## config.mk

```make
export PLATFORM = sky130hd
export DESIGN_NAME = range_prime_counter_flat
export DESIGN_NICKNAME = d
export VERILOG_FILES = /design/src/rtl/core/rpc_pkg.sv /design/src/rtl/core/rpc_if.sv /design/src/rtl/core/range_prime_counter.sv /design/src/rtl/core/rpc_rem_unit.sv /design/src/rtl/core/rpc_seq.sv /design/src/flat_wrapper.sv
export SDC_FILE = /design/constraint.sdc
export NUM_CORES = 1
export LEC_CHECK = 0
export ABC_AREA = 0
export BUFFER_PORTS_ARGS = -buffer_cell sky130_fd_sc_hd__clkbuf_2
export CAP_MARGIN = 25
export CORE_UTILIZATION = 55
export CTS_CLUSTER_SIZE = 10
export DETAILED_ROUTE_END_ITERATION = 6
export PLACE_DENSITY = 0.73
export SYNTH_ARGS = -nofsm -noshare
export SYNTH_HDL_FRONTEND = slang
export SYNTH_HIERARCHICAL = 1
export SYNTH_SLANG_ARGS = --single-unit
export TNS_END_PERCENT = 10
```

## constraint.sdc

```tcl
create_clock -name clk_i -period 15.1 [get_ports clk_i]
set_input_delay 3.02 -clock clk_i [delete_from_list [all_inputs] [get_ports clk_i]]
set_output_delay 3.02 -clock clk_i [all_outputs]
set_load 0.05 [all_outputs]
```

## src/rtl/core/rpc_pkg.sv

```systemverilog
// Shared widths, reset values, register indexes and types of the range prime counter.
`timescale 1ns / 1ps
package rpc_pkg;

  // Field and register widths
  localparam int unsigned LIMIT_W   = 31;
  localparam int unsigned CHUNK_W   = 21;
  localparam int unsigned COUNT_W   = 20;
  localparam int unsigned CFG_IDX_W = 1;
  localparam int unsigned CFG_W     = 31;

  // Candidate word holds one step past the largest tested value
  localparam int unsigned CAND_W = 32;
  // Dividend width of the remainder unit: tested candidates stay below 2^31
  localparam int unsigned DVD_W  = 31;
  // Trial divisor width: divisors never pass 46342
  localparam int unsigned DIV_W  = 16;
  localparam int unsigned STEP_W = $clog2(DVD_W);

  // Register reset values
  localparam logic [LIMIT_W-1:0] UPPER_LIMIT_RST = LIMIT_W'(1000000);
  localparam logic [CHUNK_W-1:0] CHUNK_SIZE_RST  = CHUNK_W'(500000);

  localparam logic [COUNT_W-1:0] COUNT_MAX = '1;

  // Register indexes
  localparam logic [CFG_IDX_W-1:0] REG_UPPER_LIMIT = 1'b0;
  localparam logic [CFG_IDX_W-1:0] REG_CHUNK_SIZE  = 1'b1;

  // Request to the remainder unit
  typedef struct packed {
    logic             start;
    logic [DVD_W-1:0] dividend;
    logic [DIV_W-1:0] divisor;
  } rem_req_t;

  // Response from the remainder unit
  typedef struct packed {
    logic busy;
    logic done;
    logic zero;
  } rem_rsp_t;

endpackage

```

## src/rtl/core/rpc_if.sv

```systemverilog
// Valid/ready channels for range starts and prime counts.
`timescale 1ns / 1ps
interface rpc_start_if;
  logic                            valid;
  logic                            ready;
  logic [rpc_pkg::LIMIT_W-1:0]     range_start;

  modport source (output valid, output range_start, input ready);
  modport sink   (input valid, input range_start, output ready);
endinterface

interface rpc_count_if;
  logic                            valid;
  logic                            ready;
  logic [rpc_pkg::COUNT_W-1:0]     prime_count;

  modport source (output valid, output prime_count, input ready);
  modport sink   (input valid, input prime_count, output ready);
endinterface

```

## src/rtl/core/range_prime_counter.sv

```systemverilog
// Work: per odd candidate n up to (floor(sqrt(n))-1)/2 trial divisions in the shared
// bit-serial remainder unit, fewer once a factor is found.
// Throughput: one range at a time; the next start is taken once the count is registered.
// The result waits in an output register, and the next range is accepted meanwhile.
// Reset: asynchronous, active low; upper_limit 1000000, chunk_size 500000, no result held.
`timescale 1ns / 1ps
module range_prime_counter (
  input  logic                           clk_i,
  input  logic                           rst_ni,
  rpc_start_if.sink                      in_if,
  rpc_count_if.source                    out_if,
  input  logic                           cfg_we_i,
  input  logic [rpc_pkg::CFG_IDX_W-1:0]  cfg_idx_i,
  input  logic [rpc_pkg::CFG_W-1:0]      cfg_data_i
);

  logic [rpc_pkg::LIMIT_W-1:0] upper_limit_q;
  logic [rpc_pkg::CHUNK_W-1:0] chunk_size_q;
  rpc_pkg::rem_req_t           rem_req;
  rpc_pkg::rem_rsp_t           rem_rsp;

  // Configuration registers
  always_ff @(posedge clk_i or negedge rst_ni) begin
    if (!rst_ni) begin
      upper_limit_q <= rpc_pkg::UPPER_LIMIT_RST;
      chunk_size_q  <= rpc_pkg::CHUNK_SIZE_RST;
    end else if (cfg_we_i) begin
      unique case (cfg_idx_i)
        rpc_pkg::REG_UPPER_LIMIT: upper_limit_q <= cfg_data_i[rpc_pkg::LIMIT_W-1:0];
        rpc_pkg::REG_CHUNK_SIZE:  chunk_size_q  <= cfg_data_i[rpc_pkg::CHUNK_W-1:0];
        default: begin
        end
      endcase
    end
  end

  rpc_seq u_seq (
    .clk_i         (clk_i),
    .rst_ni        (rst_ni),
    .in_if         (in_if),
    .out_if        (out_if),
    .upper_limit_i (upper_limit_q),
    .chunk_size_i  (chunk_size_q),
    .rem_req_o     (rem_req),
    .rem_rsp_i     (rem_rsp)
  );

  rpc_rem_unit u_rem (
    .clk_i  (clk_i),
    .rst_ni (rst_ni),
    .req_i  (rem_req),
    .rsp_o  (rem_rsp)
  );

endmodule

```

## src/rtl/core/rpc_rem_unit.sv

```systemverilog
// Bit-serial restoring remainder unit: one quotient bit per cycle.
`timescale 1ns / 1ps
module rpc_rem_unit (
  input  logic              clk_i,
  input  logic              rst_ni,
  input  rpc_pkg::rem_req_t req_i,
  output rpc_pkg::rem_rsp_t rsp_o
);

  localparam logic [rpc_pkg::STEP_W-1:0] LastStep = rpc_pkg::STEP_W'(rpc_pkg::DVD_W - 1);

  logic                         busy_q, busy_d;
  logic                         done_q, done_d;
  logic [rpc_pkg::STEP_W-1:0]   step_q, step_d;
  logic [rpc_pkg::DVD_W-1:0]    dvd_q, dvd_d;
  logic [rpc_pkg::DIV_W-1:0]    rem_q, rem_d;
  logic [rpc_pkg::DIV_W-1:0]    dsr_q, dsr_d;
  logic [rpc_pkg::DIV_W:0]      trial;
  logic [rpc_pkg::DIV_W:0]      diff;

  // Shift in the next dividend bit and subtract where it fits
  assign trial = {rem_q, dvd_q[rpc_pkg::DVD_W-1]};
  assign diff  = trial - {1'b0, dsr_q};

  always_comb begin
    busy_d = busy_q;
    done_d = 1'b0;
    step_d = step_q;
    dvd_d  = dvd_q;
    rem_d  = rem_q;
    dsr_d  = dsr_q;
    if (req_i.start && !busy_q) begin
      busy_d = 1'b1;
      step_d = '0;
      dvd_d  = req_i.dividend;
      rem_d  = '0;
      dsr_d  = req_i.divisor;
    end else if (busy_q) begin
      dvd_d  = {dvd_q[rpc_pkg::DVD_W-2:0], 1'b0};
      rem_d  = (trial >= {1'b0, dsr_q}) ? diff[rpc_pkg::DIV_W-1:0]
                                        : trial[rpc_pkg::DIV_W-1:0];
      step_d = step_q + 1'b1;
      if (step_q == LastStep) begin
        busy_d = 1'b0;
        done_d = 1'b1;
      end
    end
  end

  // Control state
  always_ff @(posedge clk_i or negedge rst_ni) begin
    if (!rst_ni) begin
      busy_q <= 1'b0;
      done_q <= 1'b0;
      step_q <= '0;
    end else begin
      busy_q <= busy_d;
      done_q <= done_d;
      step_q <= step_d;
    end
  end

  // Datapath
  always_ff @(posedge clk_i) begin
    dvd_q <= dvd_d;
    rem_q <= rem_d;
    dsr_q <= dsr_d;
  end

  assign rsp_o.busy = busy_q;
  assign rsp_o.done = done_q;
  assign rsp_o.zero = (rem_q == '0);

`ifndef SYNTH
  a_no_start_busy: assert property (@(posedge clk_i) disable iff (!rst_ni)
    req_i.start |-> !busy_q)
    else $error("remainder unit started while busy");

  a_done_after_busy: assert property (@(posedge clk_i) disable iff (!rst_ni)
    done_q |-> $past(busy_q) && !busy_q)
    else $error("remainder done without a run");

  a_step_bound: assert property (@(posedge clk_i) disable iff (!rst_ni)
    busy_q |-> step_q <= LastStep)
    else $error("remainder step counter past last step");
`endif

endmodule

```

## src/rtl/core/rpc_seq.sv

```systemverilog
// Sequencer: walks candidates and trial divisors, counts primes, holds the result.
`timescale 1ns / 1ps
module rpc_seq (
  input  logic                         clk_i,
  input  logic                         rst_ni,
  rpc_start_if.sink                    in_if,
  rpc_count_if.source                  out_if,
  input  logic [rpc_pkg::LIMIT_W-1:0]  upper_limit_i,
  input  logic [rpc_pkg::CHUNK_W-1:0]  chunk_size_i,
  output rpc_pkg::rem_req_t            rem_req_o,
  input  rpc_pkg::rem_rsp_t            rem_rsp_i
);

  localparam logic [2:0] ST_IDLE   = 3'd0;
  localparam logic [2:0] ST_SETUP  = 3'd1;
  localparam logic [2:0] ST_CAND   = 3'd2;
  localparam logic [2:0] ST_TEST   = 3'd3;
  localparam logic [2:0] ST_WAIT   = 3'd4;
  localparam logic [2:0] ST_FINISH = 3'd5;

  localparam int unsigned CW = rpc_pkg::CAND_W;

  logic [2:0]                   state_q, state_d;
  logic [CW-1:0]                cand_q, cand_d;
  logic [CW-1:0]                end_q, end_d;
  logic [rpc_pkg::DIV_W-1:0]    div_q, div_d;
  logic [CW-1:0]                sq_q, sq_d;
  logic [rpc_pkg::COUNT_W-1:0]  count_q, count_d;
  logic                         out_valid_q, out_valid_d;
  logic [rpc_pkg::COUNT_W-1:0]  out_count_q, out_count_d;

  always_comb begin
    logic [CW-1:0] sum;
    logic [CW-1:0] limit;
    logic          hit;
    logic          adv;

    state_d     = state_q;
    cand_d      = cand_q;
    end_d       = end_q;
    div_d       = div_q;
    sq_d        = sq_q;
    count_d     = count_q;
    out_valid_d = out_valid_q;
    out_count_d = out_count_q;
    hit         = 1'b0;
    adv         = 1'b0;
    sum         = cand_q + CW'(chunk_size_i);
    limit       = CW'(upper_limit_i);

    rem_req_o.start    = 1'b0;
    rem_req_o.dividend = cand_q[rpc_pkg::DVD_W-1:0];
    rem_req_o.divisor  = div_q;

    // Drop the result once it has been taken
    if (out_valid_q && out_if.ready) begin
      out_valid_d = 1'b0;
    end

    unique case (state_q)
      ST_IDLE: begin
        if (in_if.valid) begin
          cand_d  = CW'(in_if.range_start);
          count_d = '0;
          state_d = ST_SETUP;
        end
      end
      // Bound the range by the chunk and the upper limit
      ST_SETUP: begin
        end_d   = (sum > limit) ? limit : sum;
        state_d = ST_CAND;
      end
      ST_CAND: begin
        if (cand_q >= end_q) begin
          state_d = ST_FINISH;
        end else if (cand_q < CW'(2)) begin
          adv = 1'b1;
        end else if (cand_q < CW'(4)) begin
          hit = 1'b1;
          adv = 1'b1;
        end else if (!cand_q[0]) begin
          adv = 1'b1;
        end else begin
          div_d   = rpc_pkg::DIV_W'(3);
          sq_d    = CW'(9);
          state_d = ST_TEST;
        end
      end
      // Prime once the divisor square passes the candidate
      ST_TEST: begin
        if (sq_q > cand_q) begin
          hit = 1'b1;
          adv = 1'b1;
        end else begin
          rem_req_o.start = 1'b1;
          state_d         = ST_WAIT;
        end
      end
      ST_WAIT: begin
        if (rem_rsp_i.done) begin
          if (rem_rsp_i.zero) begin
            adv = 1'b1;
          end else begin
            div_d   = div_q + rpc_pkg::DIV_W'(2);
            sq_d    = sq_q + CW'({div_q, 2'b00}) + CW'(4);
            state_d = ST_TEST;
          end
        end
      end
      ST_FINISH: begin
        if (!out_valid_q || out_if.ready) begin
          out_valid_d = 1'b1;
          out_count_d = count_q;
          state_d     = ST_IDLE;
        end
      end
      default: begin
        state_d = ST_IDLE;
      end
    endcase

    // Count with saturation and step the candidate on by two
    if (hit && (count_q != rpc_pkg::COUNT_MAX)) begin
      count_d = count_q + 1'b1;
    end
    if (adv) begin
      cand_d  = cand_q + CW'(2);
      state_d = ST_CAND;
    end
  end

  // Control state
  always_ff @(posedge clk_i or negedge rst_ni) begin
    if (!rst_ni) begin
      state_q     <= ST_IDLE;
      out_valid_q <= 1'b0;
    end else begin
      state_q     <= state_d;
      out_valid_q <= out_valid_d;
    end
  end

  // Datapath
  always_ff @(posedge clk_i) begin
    cand_q      <= cand_d;
    end_q       <= end_d;
    div_q       <= div_d;
    sq_q        <= sq_d;
    count_q     <= count_d;
    out_count_q <= out_count_d;
  end

  assign in_if.ready        = (state_q == ST_IDLE);
  assign out_if.valid       = out_valid_q;
  assign out_if.prime_count = out_count_q;

`ifndef SYNTH
  a_div_odd: assert property (@(posedge clk_i) disable iff (!rst_ni)
    rem_req_o.start |-> div_q[0] && (div_q >= rpc_pkg::DIV_W'(3)) && (sq_q <= cand_q))
    else $error("trial division issued with a bad divisor");

  a_result_from_finish: assert property (@(posedge clk_i) disable iff (!rst_ni)
    $rose(out_valid_q) |-> $past(state_q == ST_FINISH))
    else $error("result raised outside finish");

  a_idle_unit_quiet: assert property (@(posedge clk_i) disable iff (!rst_ni)
    (state_q == ST_IDLE) |-> !rem_rsp_i.busy)
    else $error("remainder unit busy while sequencer idle");
`endif

endmodule
```

## src/flat_wrapper.sv

```systemverilog
// flat-port wrapper written by rule: the top's interface ports become plain ports
module range_prime_counter_flat 
  (clk_i, rst_ni, cfg_we_i, cfg_idx_i, cfg_data_i, in_if_valid, in_if_range_start, in_if_ready, out_if_valid, out_if_prime_count, out_if_ready);
  rpc_start_if in_if_i ();
  rpc_count_if out_if_i ();
  input  logic clk_i;
  input  logic rst_ni;
  input  logic cfg_we_i;
  input  logic [rpc_pkg::CFG_IDX_W-1:0] cfg_idx_i;
  input  logic [rpc_pkg::CFG_W-1:0] cfg_data_i;
  input wire logic [$bits(in_if_i.valid)-1:0] in_if_valid;
  input wire logic [$bits(in_if_i.range_start)-1:0] in_if_range_start;
  output wire logic [$bits(in_if_i.ready)-1:0] in_if_ready;
  output wire logic [$bits(out_if_i.valid)-1:0] out_if_valid;
  output wire logic [$bits(out_if_i.prime_count)-1:0] out_if_prime_count;
  input wire logic [$bits(out_if_i.ready)-1:0] out_if_ready;
  assign in_if_i.valid = in_if_valid;
  assign in_if_i.range_start = in_if_range_start;
  assign in_if_ready = in_if_i.ready;
  assign out_if_valid = out_if_i.valid;
  assign out_if_prime_count = out_if_i.prime_count;
  assign out_if_i.ready = out_if_ready;
  range_prime_counter u_core (.clk_i(clk_i), .rst_ni(rst_ni), .in_if(in_if_i), .out_if(out_if_i), .cfg_we_i(cfg_we_i), .cfg_idx_i(cfg_idx_i), .cfg_data_i(cfg_data_i));
endmodule
```

# [Word-level counts from Yosys, hierarchy flattened]
# Cells that the tools add are included.
[totals] ff_bits=278 latch_bits=0 ramBits=0 romBits=0 in_bits=68 out_inout_bits=22 wordCells=134 mem_count=0
[classes] addsub=8 multipliers=0 n_div=0 magnitude_cmp=6 eq_ne=21 shifts=0 mux=60 bitwise=1 reduce_logical=21
[op_table] operator="32-bit two-way mux" n=9
[op_table] operator="16-bit two-way mux" n=7
[op_table] operator="31-bit two-way mux" n=3
[op_table] operator="32-bit case mux with 2 select lines" n=1
[op_table] operator="20-bit two-way mux" n=3
[op_table] operator="32-bit by 18-bit adder with 32-bit output" n=1
[op_table] operator="32-bit by 2-bit adder with 32-bit output, second input constant" n=1
[op_table] operator="32-bit by 21-bit adder with 32-bit output" n=1
[op_table] operator="32-bit by 3-bit adder with 32-bit output, second input constant" n=1
[op_table] operator="32-bit greater-or-equal comparator" n=1
[op_table] operator="32-bit by 31-bit > comparator with 1-bit output" n=1
[op_table] operator="32-bit > comparator" n=1
[op_table] operator="32-bit by 2-bit less-than comparator with 1-bit output, second input constant" n=1
[op_table] operator="32-bit by 3-bit less-than comparator with 1-bit output, second input constant" n=1
[op_table] operator="16-bit case mux with 2 select lines" n=1
[op_table] operator="3-bit two-way mux" n=10
[op_table] operator="1-bit two-way mux" n=21
[op_table] operator="20-bit by 1-bit adder with 20-bit output, second input constant" n=1
[op_table] operator="20-bit inequality test, second input constant" n=1
[op_table] operator="3-bit case mux with 6 select lines" n=1
[op_table] operator="17-bit by 16-bit greater-or-equal comparator with 1-bit output" n=1
[op_table] operator="16-bit by 2-bit adder with 16-bit output, second input constant" n=1
[op_table] operator="16-bit logical NOT" n=1
[op_table] operator="16-bit subtractor" n=1
[op_table] operator="other kinds (21)" n=46

# [Longest topological paths before layout]
# Gate-level depths: netlist of run 1.
[depth] ltp_word=8 depth_mapped=20 ltp_nobuf=19

# [Modules after synthesis]
# The synthesis of run 1 kept the hierarchy.
[by_module_without_submodules] module="rpc_seq" n_inst=1 cells_per_inst=1216 area_each_um2=12069.1 seq_area_each_um2=4544.4
[by_module_without_submodules] module="rpc_rem_unit" n_inst=1 cells_per_inst=348 area_each_um2=3887.5 seq_area_each_um2=1906.8
[by_module_without_submodules] module="range_prime_counter" n_inst=1 cells_per_inst=111 area_each_um2=2070.7 seq_area_each_um2=1318.8

# [Least setup slack after synthesis of run 1]
# No wires, ideal clock.
[synth_timing] path_kind="register to register" from="register u_core.u_seq.cand_q[9]" to="register u_core/u_seq/div_q[10] (netlist bit) (enable)" setup_time_ps=470 arrival_ps=4772 setup_slack_ps=9858 stages_incl_launch_ff=10 synth_period_minus_slack_ps=5242 cell_sequence="edfxtp_1 ha_1 a21o_1 a21o_1 a211oi_1 o21ai_0 a221o_1 a22o_1 or4_1 a32oi_1"
[synth_via] elab_chain_len=3 word_cells_on_any_way=7 cone_classes="order compare (3); eq/ne (3); reduce/logical (1)"
[synth_rtl] element="start: declaration" line="rpc_seq.sv:24" source="logic [CW-1:0] cand_q, cand_d;"
[synth_rtl] element="start signal: assignment" line="rpc_seq.sv:145" source="cand_q <= cand_d;"
[synth_rtl] element="32-bit by 3-bit less-than comparator with 1-bit output (tied with other cells)" line="rpc_seq.sv:78" source="end else if (cand_q < CW'(4)) begin"
[synth_rtl] element="2-bit inequality test (no source line)"
[synth_rtl] element="7-bit AND reduction (no source line) (*)"
[synth_rtl] element="end signal: assignment" line="rpc_seq.sv:147" source="div_q <= div_d;"
[synth_rtl] element="end: declaration" line="rpc_seq.sv:26" source="logic [rpc_pkg::DIV_W-1:0] div_q, div_d;"
# Every way passes the cells marked *; elsewhere a longest branch is shown, timed or not.
# A chain may end at the register's enable or synchronous reset.

# [Worst setup path after layout of run 1]
[layout_timing] from="register u_core.u_seq.cand_q[2]" to="register u_core.u_seq.end_q[11], data pin"
[layout_via] elab_chain_len=3
[layout_rtl] element="32-bit by 21-bit adder with 32-bit output (*)" line="rpc_seq.sv:48" source="sum = cand_q + CW'(chunk_size_i);"
[layout_rtl] element="32-bit by 31-bit > comparator with 1-bit output" line="rpc_seq.sv:70" source="end_d = (sum > limit) ? limit : sum;"
[layout_rtl] element="31-bit two-way mux (*)" line="rpc_seq.sv:70"
[layout_rtl] element="end signal: assignment" line="rpc_seq.sv:146" source="end_q <= end_d;"
[layout_rtl] element="end: declaration" line="rpc_seq.sv:25" source="logic [CW-1:0] end_q, end_d;"
# Marked as above.

==> impl_metrics.yaml, run 1 <==
synthesis:
  syn_inst: 1674
  syn-cell-area_sq_um: 18020
  avgSynthCellArea_sq_um: 10.76
  syn_nets: 1909
  yosysWarnings: 6
global_routing:
  first_global_vias: 12620
  grt_util_all_layers: 0.2541
  grt_max_degree: 64
  grt_first_pass_wirelength_um: 67300
  antenna_found_initial: 0
  grt.overflow.total: 0
placement:
  routabilityCongestion: 0.9244
  portBuffers: 89
  hpwl_um: 30590
  preCtsSetupSlack_ps: 9630
clock_tree:
  worst_skew_pair.late_latency_ps: 520
  ctsResizeCount: 0
  tritoncts: "yes"
  hold_buffers: 0
  clockBufferDepth: 3
  h-tree-depth: 2
  post-cts-setup-buffers: 0
  clock-root-buffer: "clkbuf_16"
  numCtsBuffers: 35
  clkSinkCount: 274
  cts.clk_slew.worst_paths_ps: 60
route:
  via_per_inst: 5.893
  vias: 12950
  drtPass1Iterations: 7
  drtIter0Drc: 1203
  wirelength_um: 41800
  wire_per_inst_um: 19.02
  detail-route-antenna-nets: 0
  drcViolationCount: 0
pwr:
  power_frac_comb: 0.471
  p_sw_mw: 1.660
  pwr-share-seq: 0.343
  cellLeakagePower_nw: 8.150
  internal_power_mw: 2.390
  power_frac_clock: 0.186
  ir_drop_uv: 108.1
  p_per_area_nw_per_um2: 205.7
  p_total_mw: 4.050
  switching_share: 0.4100
die:
  die_y_um: 183.0
  initial_core_util: 0.5652
  dieArea_sq_um: 33490
  num_rows: 65
  io-pin-count: 90
  core_sq_um: 31880
  dieWidth_um: 183.0
setup_path:
  critPathKind: "reg2reg"
  worst_setup_path_end_kind: "register"
  start_kind: "register"
  worst-path-max-fanout: 28
  required_ps: 15360
  crit_arrival_ps: 5820
sta:
  fmax_mhz: 179.8
  slew_viol_final: 0
  tightest_slew_ps: 1096
  hold_viol: 0
  finalSetupViolations: 0
  period_minus_slack_ps: 5562
  hold_slack_ps: 500.8
  fin_ws_ps: 9538
  tns_ps: 0
  fin_worst_skew_ps: 26.86
  relSlewSlack: 0.2661
  grt_setup_unrepaired: "false"
  period_share: 0.3684
layout:
  utilization: 0.6175
  syn_to_final_growth_pct: 9.255
  final_cell_mix: "edfxtp_1 (195), ha_1 (164), inv_1 (147), mux2_2 (102)"
  layout-drive-gt1-share: 0.1889
  layout_commonest_cell: "edfxtp_1"
  fillers: 2620
  diodes: 0
  final_nets: 1974
  regArea_sq_um: 7770
  multi_input_area_sq_um: 9226
status:
  status: "complete, no violations"
flow_run:
  maxCapViolCount: 0
min_path:
  hold_class: "reg2reg"
## metal layers
metal | up-vias | share of wire | GRT usage | wire (um)
met2 | 449 | 0.46 | 0.4093 | 19180
met3 | 79 | 0.063 | 0.03257 | 2630
li1 | 6261 | - | - | -
met4 | 0 | 0.030 | 0.09267 | 1261
met5 | - | 0 | 0.004444 | 0
met1 | 6164 | 0.45 | 0.3512 | 18730
## registers in the layout, indices dropped and copies added (netlist names), 20 cells and up
name	cells
u_core/u_seq/count_q	20
u_core/u_seq/out_if.prime_count	20
u_core/u_seq/end_q	32
u_core/upper_limit_q	31
u_core/u_seq/sq_q	29
u_core/u_seq/cand_q	32
u_core/chunk_size_q	21
u_core/u_rem/dvd_q	31
## final cells by class
class                   count  share of cell area
multi-input cells        1177              0.4686
repair buffers            103             0.02885
inverters                 148             0.02822
well taps                 435             0.02765
clock buffers              56             0.05059
clock inverters             5            0.001398
flip-flops and latches    274              0.3947
## worst max-delay path: stages (launching register included)
cell	delay [ps]
edfxtp_1	520
ha_1	380
nor2b_1	160
o31a_1	290
o21ai_0	350
nand3_1	290
a2111oi_2	530
o21a_1	240
xnor2_1	90
ha_1	330
nand4_1	150
nor4_1	270
nor3b_1	330
a21oi_1	130
o21a_1	190
nor2_4	620
mux2_2	410
## worst paths after layout
| check | startpoint | endpoint | slack (ps) | depth (start not counted) |
|---|---|---|---|---|
| worst max-delay path | u_core/u_seq/cand_q[2] | u_core/u_seq/end_q[11] | 9540 | 16 |
| worst min-delay path | u_core/u_seq/count_q[12] | u_core/u_seq/out_if.prime_count[12] | 500 | 0 |
| worst max register to register | u_core/u_seq/cand_q[2] | u_core/u_seq/end_q[11] | 9540 | 16 |
| worst min register to register | u_core/u_seq/count_q[12] | u_core/u_seq/out_if.prime_count[12] | 500 | 0 |
| max in group asynchronous | rst_ni | u_core/u_seq/state_q[0] | 11830 | 2 |
| min in group asynchronous | rst_ni | u_core/upper_limit_q[20] | 2680 | 2 |
## per-stage QoR
stage,instances,cell area [sq um]
6_report,2198,19690
3_3_place_gp,2136,18640
3_5_place_dp,2136,18640
5_1_grt,2198,19690
2_1_floorplan,1674,18020
4_1_cts,2197,19660
## power groups by stage
| stage | Sequential (mW) | Combinational, mW | Clock, mW |
|---|---|---|---|
| floorplan | 1.33 | 1.49 | 0 |
| global placement | 1.39 | 1.81 | 0 |
| detailed placement | 1.40 | 1.86 | 0 |
| CTS | 1.39 | 1.88 | 0.770 |
| global route | 1.42 | 2.12 | 0.801 |
| finish | 1.39 | 1.91 | 0.753 |
No activity file was read; power rests on OpenSTA's default activity.
==> run 2: changes to the inputs <==
clock period = 5.7 ns   (was 15.1 ns; I/O delays follow)
==> run 2 against run 1 <==
- final area grew 0.66%
- wire length grew 3.5%
- power grew to 2.7 times the previous value
- setup slack lost 9100 ps
- first-iteration DRC count grew 3.8%
- global-route usage grew 0.91 points
- non-clock buffer count grew 13
- combinational power grew to 2.7 times the previous value
- largest cell class unchanged
==> impl_metrics.yaml, run 2 (synthesis gave the netlist of run 1 again) <==
route:
  vias: 13220
  wirelength_um: 43260
  drcViolationCount: 0
  wire_per_inst_um: 19.56
  via_per_inst: 5.976
  drtIter0Drc: 1249
  detail-route-antenna-nets: 0
  drtPass1Iterations: 5
global_routing:
  grt_util_met2: 0.4283
  grt_util_all_layers: 0.2631
  first_global_vias: 13120
  grt.overflow.total: 0
  grt-busiest-layer: "met2"
  grt_use_met3: 0.03376
  grt_first_pass_wirelength_um: 69490
  grt_max_degree: 64
  grtUsageMet1: 0.3625
  antenna_found_initial: 0
setup_path:
  start_kind: "register"
  cp-startpoint: "u_core/u_seq/cand_q[0]"
  required_ps: 5960
  reg2reg_depth: 20
  crit_path_end: "u_core/u_seq/end_q[17]"
  r2r-end: "u_core/u_seq/end_q[17]"
  critPathKind: "reg2reg"
  crit_arrival_ps: 5480
  rrSetupSlack_ps: 480
  worst_setup_path_end_kind: "register"
  worst-path-max-fanout: 15
  worstReg2RegStart: "u_core/u_seq/cand_q[0]"
die:
  dieArea_sq_um: 33490
  initial_core_util: 0.5652
  core_sq_um: 31880
  num_rows: 65
  dieWidth_um: 183.0
  io-pin-count: 90
  die_y_um: 183.0
layout:
  final_cell_mix: "edfxtp_1 (195), ha_1 (164), inv_1 (147), mux2_2 (102)"
  diodes: 0
  final_cell_area_sq_um: 19820
  layout_commonest_cell: "edfxtp_1"
  fillers: 2663
  syn_to_final_growth_pct: 9.978
  final_nets: 1987
  biggestRegsByFlops: "u_core/u_seq/cand_q (32), u_core/u_seq/end_q (32)"
  layout-drive-gt1-share: 0.1958
clock_tree:
  cts.clk_slew.worst_paths_ps: 50
  clkSinkCount: 274
  hold_buffers: 0
  clock-root-buffer: "clkbuf_16"
  tritoncts: "yes"
  h-tree-depth: 2
  worst_skew_pair.late_latency_ps: 520
  numCtsBuffers: 35
  clockBufferDepth: 3
status:
  status: "complete, no violations"
sta:
  period_share: 0.9160
  tns_ps: 0
  relSlewSlack: 0.3511
  fmax_mhz: 191.5
  slew_viol_final: 0
  finalSetupViolations: 0
  tightest_slew_ps: 968.0
  hold_viol: 0
  grt_setup_unrepaired: "false"
  period_minus_slack_ps: 5221
  fin_worst_skew_ps: 24.17
min_path:
  min_from: "u_core/u_seq/count_q[13]"
  hold_class: "reg2reg"
placement:
  post_dp_cell_area_sq_um: 18710
  routabilityCongestion: 0.9429
  portBuffers: 89
  hpwl_um: 31760
flow_run:
  maxCapViolCount: 0
pwr:
  ir_drop_uv: 367.9
  cellLeakagePower_nw: 8.225
  p_per_area_nw_per_um2: 551.1
## run 2: per-stage QoR
stage	instances	total power, mW	worst slack (ps)	hold slack (ps)	util
after floorplan	1674	7.447	457.8	457.0	-
after global placement	2147	8.559	642.7	483.4	0.5870
after detailed placement	2147	8.726	571.3	496.8	0.5870
after CTS	2209	10.85	476.4	500.4	0.6200
after global routing	2212	11.67	34.36	516.2	0.6216
final	2212	10.92	478.9	500.8	0.6216
## run 2: area by class of cell
type | instances | area (sq um) | share of cell area
clock buffer | 55 | 980.9 | 0.04950
timing repair buffer | 116 | 678.2 | 0.03422
clock inverter | 7 | 70.07 | 0.003536
sequential | 274 | 7770 | 0.3921
inverter | 148 | 555.5 | 0.02803
multi-input combinational | 1177 | 9219 | 0.4652
tap | 435 | 544.3 | 0.02746
## run 2: critical path, cell delays in order, from the launching register on
cell and delay (ps):
edfxtp_1 450, ha_1 250, inv_1 80, fa_1 210
nor2b_1 70, o31a_1 300, o21ai_0 350, nand3_1 280
a2111oi_2 540, o21a_1 250, xnor2_1 100, ha_1 330
nand4_1 150, nor4_1 280, nor3b_1 290, o21ai_0 160
nand4_1 140, o21a_1 240, nor2_4 60, buf_12 160
mux2_2 270
## run 2: worst min-delay path by stage
stage	end	slack, ps	cells after the start
4_1_cts	u_core/u_seq/out_if.prime_count[13]	500	0
3_5_place_dp	u_core/upper_limit_q[8]	500	1
2_1_floorplan	u_core/u_rem/dsr_q[12]	460	0
5_1_grt	u_core/u_seq/out_if.prime_count[13]	520	0
6_report	u_core/u_seq/out_if.prime_count[13]	500	0
3_3_place_gp	u_core/u_rem/rem_q[5]	480	2
## run 2: metal layers
layer | share of wire | vias up
li1 | - | 6295
met1 | 0.44 | 6381
met2 | 0.47 | 464
met3 | 0.063 | 80
met4 | 0.032 | 0
met5 | 0 | -
## run 2: power by group
| group | switching, mW | leakage [nW] | internal (mW) |
|---|---|---|---|
| logic | 3.06 | 4.99 | 2.18 |
| registers | 0.597 | 2.72 | 3.03 |
| clock network | 0.832 | 0.510 | 1.23 |
| total | 4.49 | 8.22 | 6.44 |
## run 2: what timing repair did
action	4_1_cts	5_1_grt
setup endpoints to repair	0	24
buffers inserted	0	2
resized for setup	0	0
